[src/p2s_pkg.sv]
// Shared types, constants and the SH conversion for the pixel-to-splat coalescer.
// No dependencies; imported by every module of the block.
package p2s_pkg;

	localparam int CFG_DIM_W   = 11;
	localparam int COLOR_W     = 24;
	localparam int DEPTH_W     = 8;
	localparam int SH_W        = 14;
	localparam int POS_W       = 11;
	localparam int IN_TDATA_W  = 32;
	localparam int OUT_TDATA_W = 80;
	localparam int APB_ADDR_W  = 4;
	localparam int APB_DATA_W  = 32;

	// Q.24 gain: 4096*sqrt(pi)/255
	localparam logic [36:0] SH_GAIN  = 37'd477655299;
	localparam logic [36:0] SH_ROUND = 37'd8388608;

	localparam logic [APB_ADDR_W-1:0] REG_FRAME_WIDTH  = 4'h0;
	localparam logic [APB_ADDR_W-1:0] REG_FRAME_HEIGHT = 4'h4;
	localparam logic [APB_ADDR_W-1:0] REG_USE_DEPTH    = 4'h8;

	localparam logic [CFG_DIM_W-1:0] FRAME_DIM_RESET = 11'd1024;

	typedef struct packed {
		logic [CFG_DIM_W-1:0] frame_width;
		logic [CFG_DIM_W-1:0] frame_height;
		logic                 use_depth;
	} p2s_cfg_t;

	typedef struct packed {
		logic [COLOR_W-1:0] color;
		logic               kept;
		logic [DEPTH_W-1:0] depth;
	} p2s_line_entry_t;

	typedef struct packed {
		logic                   last_vertex;
		logic                   kept;
		logic                   tall_y;
		logic                   wide_x;
		logic signed [SH_W-1:0] sh_blue;
		logic signed [SH_W-1:0] sh_green;
		logic signed [SH_W-1:0] sh_red;
		logic [DEPTH_W-1:0]     pos_z;
		logic [POS_W-1:0]       pos_y_half;
		logic [POS_W-1:0]       pos_x_half;
	} p2s_result_t;

	// sign(m) * round(|m| * gain), m = 2c-255 (odd, never ties)
	function automatic logic signed [SH_W-1:0] sh_of(input logic [7:0] c);
		logic [8:0]      twice;
		logic [7:0]      mag;
		logic [36:0]     prod;
		logic [SH_W-1:0] q;
		twice = {c, 1'b0};
		mag   = c[7] ? 8'(twice - 9'd255) : 8'(9'd255 - twice);
		prod  = 37'(mag) * SH_GAIN + SH_ROUND;
		q     = {1'b0, prod[36:24]};
		return c[7] ? signed'(q) : signed'(-q);
	endfunction

endpackage

[src/p2s_cfg_regs.sv]
// APB register file: frame width, frame height, depth mode.
// Depends on p2s_pkg.
module p2s_cfg_regs
	import p2s_pkg::*;
(
	input  logic                  clk,
	input  logic                  arst_n,
	input  logic                  psel,
	input  logic                  penable,
	input  logic                  pwrite,
	input  logic [APB_ADDR_W-1:0] paddr,
	input  logic [APB_DATA_W-1:0] pwdata,
	output logic [APB_DATA_W-1:0] prdata,
	output logic                  pready,
	output p2s_cfg_t              cfg
);

	p2s_cfg_t cfg_q;
	logic     wr_en;

	assign pready = 1'b1;
	assign wr_en  = psel && penable && pwrite && pready;
	assign cfg    = cfg_q;

	always_ff @(posedge clk or negedge arst_n) begin
		if (!arst_n) begin
			cfg_q.frame_width  <= FRAME_DIM_RESET;
			cfg_q.frame_height <= FRAME_DIM_RESET;
			cfg_q.use_depth    <= 1'b0;
		end else if (wr_en) begin
			unique case (paddr)
				REG_FRAME_WIDTH:  cfg_q.frame_width  <= pwdata[CFG_DIM_W-1:0];
				REG_FRAME_HEIGHT: cfg_q.frame_height <= pwdata[CFG_DIM_W-1:0];
				REG_USE_DEPTH:    cfg_q.use_depth    <= pwdata[0];
				default: ;
			endcase
		end
	end

	always_comb begin
		unique case (paddr)
			REG_FRAME_WIDTH:  prdata = APB_DATA_W'(cfg_q.frame_width);
			REG_FRAME_HEIGHT: prdata = APB_DATA_W'(cfg_q.frame_height);
			REG_USE_DEPTH:    prdata = APB_DATA_W'(cfg_q.use_depth);
			default:          prdata = '0;
		endcase
	end

endmodule

[config.mk]
export PLATFORM = sky130hd
export DESIGN_NAME = p2s_cfg_regs
export DESIGN_NICKNAME = d
export VERILOG_FILES = /design/src/p2s_pkg.sv /design/src/p2s_cfg_regs.sv
export SDC_FILE = /design/constraint.sdc
export NUM_CORES = 1
export LEC_CHECK = 0
export BUFFER_PORTS_ARGS = -buffer_cell sky130_fd_sc_hd__buf_4
export CAP_MARGIN = 20
export CORE_MARGIN = 2
export CORE_UTILIZATION = 38
export DETAILED_ROUTE_END_ITERATION = 8
export PLACE_DENSITY = 0.87
export SLEW_MARGIN = 20
export SYNTH_ARGS = -nofsm -noshare
export SYNTH_HDL_FRONTEND = slang
export SYNTH_SLANG_ARGS = --single-unit
export TNS_END_PERCENT = 10
[constraint.sdc]
create_clock -name clk -period 2.5 [get_ports clk]
set_input_delay 0.75 -clock clk [delete_from_list [all_inputs] [get_ports clk]]
set_output_delay 0.75 -clock clk [all_outputs]
set_load 0.05 [all_outputs]
[Yosys cells after proc, flatten, opt, wreduce, memory -nomap -nowiden]
Index checks and enable logic that the tools add are counted.
W data, S select, Z words.
Word-level totals
  flip-flop bits (word level): 23
  bits in latches: 0
  memory bits (writable): 0
  bits in read-only memories: 0
  output and inout port bits: 56
  word-level logic and storage cells: 12
  memories: 0
Cells by class
  add/sub/neg operators: 0
  $mul: 0
  div/mod/pow operators: 0
  magnitude comparators: 0
  equal/unequal tests: 2
  shift-type cells: 0
  muxes and demuxes: 1
  bitwise operators: 0
  reduce and logical (&&, ||, !) cells: 6
Operators by type and width (count)
  $pmux W11 S3: 1
  $reduce_and A2 Y1: 3
  $eq A4 B3 Y1 const B: 1
  $eq A4 B4 Y1 const B: 1
  $logic_not A4 Y1: 1
  $logic_and A1 B1 Y1: 2

[Depth between registers and ports, before layout]
Gate-level depths: netlist of run 1.
  depth in word-level cells: 3
  mapped depth: 4
  depth with buffers taken out: 3

[Least setup slack after synthesis of run 1]
OpenSTA, ideal clock, no wires.
  path type: input to output
  start: input paddr[1]
  end: output prdata[10]
  arrival: 1847 ps
  data required time: 1750 ps
  path slack: -97 ps
  cell stages on the path: 3
  cell sequence: nor4b_2 -> clkbuf_1 -> a22o_1
Between the ends
  word-level cells in the longest chain between the ends: 2
  elaborated cells between the ends (all ways): 4
  those cells by class: eq/ne (2); mux (1); reduce/logical (1)
Ends and longest elaborated chain
  start, declared: line p2s_cfg_regs.sv:11  | input logic [APB_ADDR_W-1:0] paddr,
  $eq A4 B4 Y1 (tied with other cells): line p2s_cfg_regs.sv:41  | unique case (paddr)
  $pmux W11 S3 *: line p2s_cfg_regs.sv:41
  end, declared: line p2s_cfg_regs.sv:13  | output logic [APB_DATA_W-1:0] prdata,
Mark *: on every way between the ends. The rest lies on a longest branch, timed or not.

[Worst setup path in the final report of run 1]
  start: input paddr[3]
  end: output prdata[3]
Same word-level chain as after synthesis.

==> results.ini, run 1 <==
[floorplanning]
design.die.area_sq_um = 3630
io_pins = 97
initial_core_util_pct = 39.71
rows = 20
core_area_sq_um = 3028
die_w_um = 60.25
die_h_um = 60.25

[route]
drc = 0
via_per_inst = 4.651
num_vias = 907
drt_iter0_drc = 37
drt_pass1_iterations = 3
ant_nets = 0
drt-wirelength-per-cell_um = 14.72
drt_wl_total_um = 2870

[synth]
ys_ff_latch = 23
syn_avg_cell_area_sq_um = 12.93
yosysUniqueCellTypes = 16
synthCells = 93
syn_area_sq_um = 1202
seq_area_frac_synth_pct = 48.07
ys_warn_count = 0

[grt]
grt_pass1_wl_um = 4215
grt_usage_pct = 15.78
first_global_vias = 850
grt_overflow = 0
grt_antenna_before_repair = 0
grt_max_degree = 24

[sta]
hold_viol = 0
fmax_ghz = 0.4005
setup_viol = 0
final.setup.tns_ps = 0
grt_setup_unrepaired = yes
maxSlewViolCount = 0
period_minus_slack_ps = 2497
fin_crit_sh_pct = 99.86
finClkSkew_ps = 0

[clock_tree]
htreeDepth = 1
cts_tree = built
numCtsBuffers = 3
clockBufferDepth = 2
clock_sinks = 23
worstSkewPairLatency_ps = 300
clockRootBuffer = clkbuf_4
path_clk_slew_ps = 120

[cells_and_area]
largest_reg_flops = 23
final_cells = 195
drive_gt1_share_pct = 47.02
regArea_sq_um = 578.1
nets = 193
multi_input_area_sq_um = 523.0
antenna_cells = 0
nFillCells = 237
finalCoreUtilization_pct = 56.98
area_growth_pct = 43.50

[critical_path]
cp.required_ps = 1750
worstPathArrival_ps = 1750
critPathCaptureType = primary output
crit_fanout = 6
startpoint_type = primary input
critPathKind = primary input to primary output

[power]
p_leak_nw = 0.9050
ir_worst_vdd_mv = 0.3825
power.total_mw = 1.087
p_per_area_nw_per_um2 = 630.2

[placement]
globalplace.congestion = 0.6945
io_buffers = 53
dp_hpwl_um = 1933
dp.cells = 189

[min_path]
hold_path_class = primary input to asynchronous set/reset pin

[flow_run]
maxCapViolations = 0

[outcome]
outcome = finished clean

==> layer usage <==
metal / up-vias / routed length (um) / GRT usage, % / part of all wire, %
met2: 62 / 1358 / 26.86 / 47
met1: 439 / 1251 / 20.57 / 44
met4: 0 / 0 / 3.810 / 0
met3: 0 / 261 / 3.030 / 9.1
li1: 406 / - / - / -
met5: - / 0 / 0 / 0
==> per-stage QoR <==
step	cell area [sq um]	setup WS, ps	hold slack [ps]
after global routing	1725	-31.42	311.8
final	1725	3.403	316.4
after CTS	1664	5.939	316.8
after global placement	1599	27.72	497.3
after detailed placement	1599	-33.53	504.4
after floorplan	1279	-96.59	454.4
==> placed cells by master (no fill, tap or decap) <==
master / n
clkbuf_4: 3
clkbuf_1: 1
a22oi_1: 1
mux2_2: 3
nor4b_1: 1
buf_8: 1
buf_12: 2
dfstp_2: 2
dfrtp_1: 21
conb_1: 22
nor4_4: 1
a22o_2: 1
buf_6: 16
and4_1: 2
nor4b_4: 1
nand4_1: 1
mux2_1: 20
nand2_1: 2
buf_4: 41
a22o_1: 9
==> area by class of cell <==
| type | instances | area share (%) |
|---|---|---|
| repair buffers | 60 | 31.47 |
| multi-input cells | 64 | 30.31 |
| flip-flops and latches | 23 | 33.50 |
| well taps | 44 | 3.191 |
| clock buffers | 4 | 1.523 |
==> critical path: stages <==
cell and delay [ps]:
buf_8 110, nor4b_4 360, buf_6 190, a22o_1 140, buf_4 190
==> final timing paths <==
path | start | endpoint | slack (ps) | cells past startpoint
setup / recovery | paddr[3] | prdata[3] | 3 | 5
setup reg to reg | cfg[21]$_DFFE_PN0P_ | cfg[21]$_DFFE_PN0P_ | 1680 | 1
max in group asynchronous | arst_n | cfg[22]$_DFFE_PN1P_ | 1890 | 1
hold / removal | arst_n | cfg[15]$_DFFE_PN0P_ | 320 | 1
min in group clk | cfg[6]$_DFFE_PN0P_ | cfg[6]$_DFFE_PN0P_ | 530 | 1
hold reg to reg | cfg[6]$_DFFE_PN0P_ | cfg[6]$_DFFE_PN0P_ | 530 | 1
==> synthesized netlist by cell type <==
cell      instances  area, sq um
and4_1            2        17.52
a22o_1           10        87.58
nor4b_2           1        15.01
a22oi_1           1        7.510
nand4_1           1        6.260
dfstp_2           2        52.55
mux2_2            3        33.78
mux2_1           20        225.2
buf_4            22        165.2
nor4_2            1        12.51
clkbuf_1          2        7.510
dfrtp_1          21        525.5
buf_6             2        22.52
nor4b_1           1        8.760
nand2_1           2        7.510
conb_1            2        7.510
==> report_power, final <==
| group | total, mW | internal, mW | switching [mW] |
|---|---|---|---|
| Clock | 0.166 | 0.0621 | 0.104 |
| Combinational | 0.458 | 0.129 | 0.328 |
| Sequential | 0.463 | 0.424 | 0.0388 |
| Total | 1.09 | 0.616 | 0.471 |
==> cells by family after synthesis <==
kind of cell | synth area share (%)
muxes | 21.54
DFF | 48.07
AOI/OAI and AO/OA | 7.908
other | 0.6246
buffers and inverters | 16.23
and+or+nand+nor | 5.620
==> repair_timing <==
item                                    4_1_cts  5_1_grt
pin swaps                                     2        3
setup buffers                                 0        0
resized for setup                             9       17
gates cloned                                  1        1
endpoints found under the setup margin       10       11
hold buffers                                  0        0
Power figures use the tool's default switching activity.
==> run 2: changes to the inputs <==
--- a/config.mk
+++ b/config.mk
@@ -11,6 +11,7 @@
 export CORE_UTILIZATION = 38
 export DETAILED_ROUTE_END_ITERATION = 8
 export PLACE_DENSITY = 0.87
+export RECOVER_POWER = 100
 export SLEW_MARGIN = 20
 export SYNTH_ARGS = -nofsm -noshare
 export SYNTH_HDL_FRONTEND = slang
==> run 2 against run 1 <==
Die area did not move. Final area shrank 5.0%. Register-to-register slack about the same. Critical path type unchanged. Highest routed layer unchanged.
==> results.ini, run 2 (same netlist as run 1, synthesis figures left out) <==
[outcome]
outcome = finished clean

[floorplanning]
rows = 20
design.die.area_sq_um = 3630
io_pins = 97
core_area_sq_um = 3028
initial_core_util_pct = 39.71
die_w_um = 60.25
die_h_um = 60.25

[route]
via_per_inst = 4.662
drt-wirelength-per-cell_um = 14.63
ant_nets = 0
num_vias = 909
drc = 0
drt_iter0_drc = 30
drt_pass1_iterations = 3
drt_wl_total_um = 2852

[sta]
setup_viol = 0
hold_viol = 0
period_minus_slack_ps = 2494
finClkSkew_ps = 0
hold_slack_ps = 527.8
fin_crit_sh_pct = 99.77
grt_setup_unrepaired = yes
setup_ws_ps = 5.751
final.setup.tns_ps = 0
maxSlewViolCount = 0
fmax_ghz = 0.4009
worstMarginPinSlew_ps = 1244
slew_headroom_pct = 17.05

[clock_tree]
clock_sinks = 23
clockBufferDepth = 2
worstSkewPairLatency_ps = 300
postCtsHoldBufs = 0
numCtsBuffers = 3
htreeDepth = 1
path_clk_slew_ps = 120
post-cts-setup-buffers = 0
cts_tree = built
clockRootBuffer = clkbuf_4

[placement]
dpl_worst_slack_ps = -33.53
dp_hpwl_um = 1933
dp.cells = 189
io_buffers = 53
globalplace.congestion = 0.6945
place_area_sq_um = 1599

[min_path]
hold_path_class = flip-flop to flip-flop

[critical_path]
cp.required_ps = 1750
worstPathArrival_ps = 1740
rrSetupSlack_ps = 1680
critPathCaptureType = primary output
crit_fanout = 6
critPathKind = primary input to primary output
startpoint_type = primary input

[grt]
grt_pass1_wl_um = 4215
grt_usage_pct = 15.78
grt_antenna_before_repair = 0
grt_overflow = 0
first_global_vias = 850
grt_max_degree = 24

[power]
p_leak_nw = 0.8119
p_per_area_nw_per_um2 = 636.0
ir_worst_vdd_mv = 0.3715
power.total_mw = 1.043

[cells_and_area]
nFillCells = 264
final_cells = 195
area_growth_pct = 36.32
largest_reg_flops = 23
drive_gt1_share_pct = 31.79
regArea_sq_um = 578.1
antenna_cells = 0
mostFrequentLayoutCells = clkbuf_1 (24), conb_1 (22), dfrtp_1 (21), mux2_1 (20), buf_4 (18)
finalCoreUtilization_pct = 54.13
multi_input_area_sq_um = 523.0
final_common_cell = clkbuf_1
fin_area_sq_um = 1639
nets = 193

[flow_run]
maxCapViolations = 0

==> run 2: cell count changes in the layout (fill, tap and decap cells not counted), sizes merged <==
cell | previous run | this run
buf | 60 | 37
clkbuf | 4 | 27
==> run 2: path summary, 6_finish.rpt <==
check	start	to	depth (start not counted)
max	paddr[3]	prdata[3]	5
max reg2reg	cfg[21]$_DFFE_PN0P_	cfg[21]$_DFFE_PN0P_	1
min reg2reg	cfg[6]$_DFFE_PN0P_	cfg[6]$_DFFE_PN0P_	1
max in group asynchronous	arst_n	cfg[17]$_DFFE_PN0P_	1
min	cfg[6]$_DFFE_PN0P_	cfg[6]$_DFFE_PN0P_	1
min in group asynchronous	arst_n	cfg[15]$_DFFE_PN0P_	1
==> run 2: worst max-delay path, cell delays in order <==
cell and delay [ps]:
buf_8 110, nor4b_4 360, buf_6 190, a22o_1 140
buf_4 190
==> run 2: timing repair <==
action                     in CTS  in global routing
gates cloned                    1                  1
pin swaps                       2                  3
resized for setup               9                 17
setup endpoints to repair      10                 11
==> run 2: area by class of cell <==
class | instances | area share, %
Sequential cell | 23 | 35.27
Multi-Input combinational cell | 64 | 31.91
Timing Repair Buffer | 60 | 27.86
Tap cell | 44 | 3.359
Clock buffer | 4 | 1.603
==> run 2: report_power, final <==
part	leakage, nW	switching, mW	total, mW	internal [mW]
registers	0.300	0.0373	0.462	0.424
clock network	0.0150	0.104	0.166	0.0621
logic	0.497	0.328	0.415	0.0868
total	0.812	0.469	1.04	0.573
==> run 2: per-layer routing <==
metal / part of all wire, % / up-vias / track usage (%)
met2: 48 / 62 / 26.86
li1: - / 406 / -
met4: 0 / 0 / 3.810
met1: 43 / 441 / 20.57
met3: 9.3 / 0 / 3.030
met5: 0 / - / 0
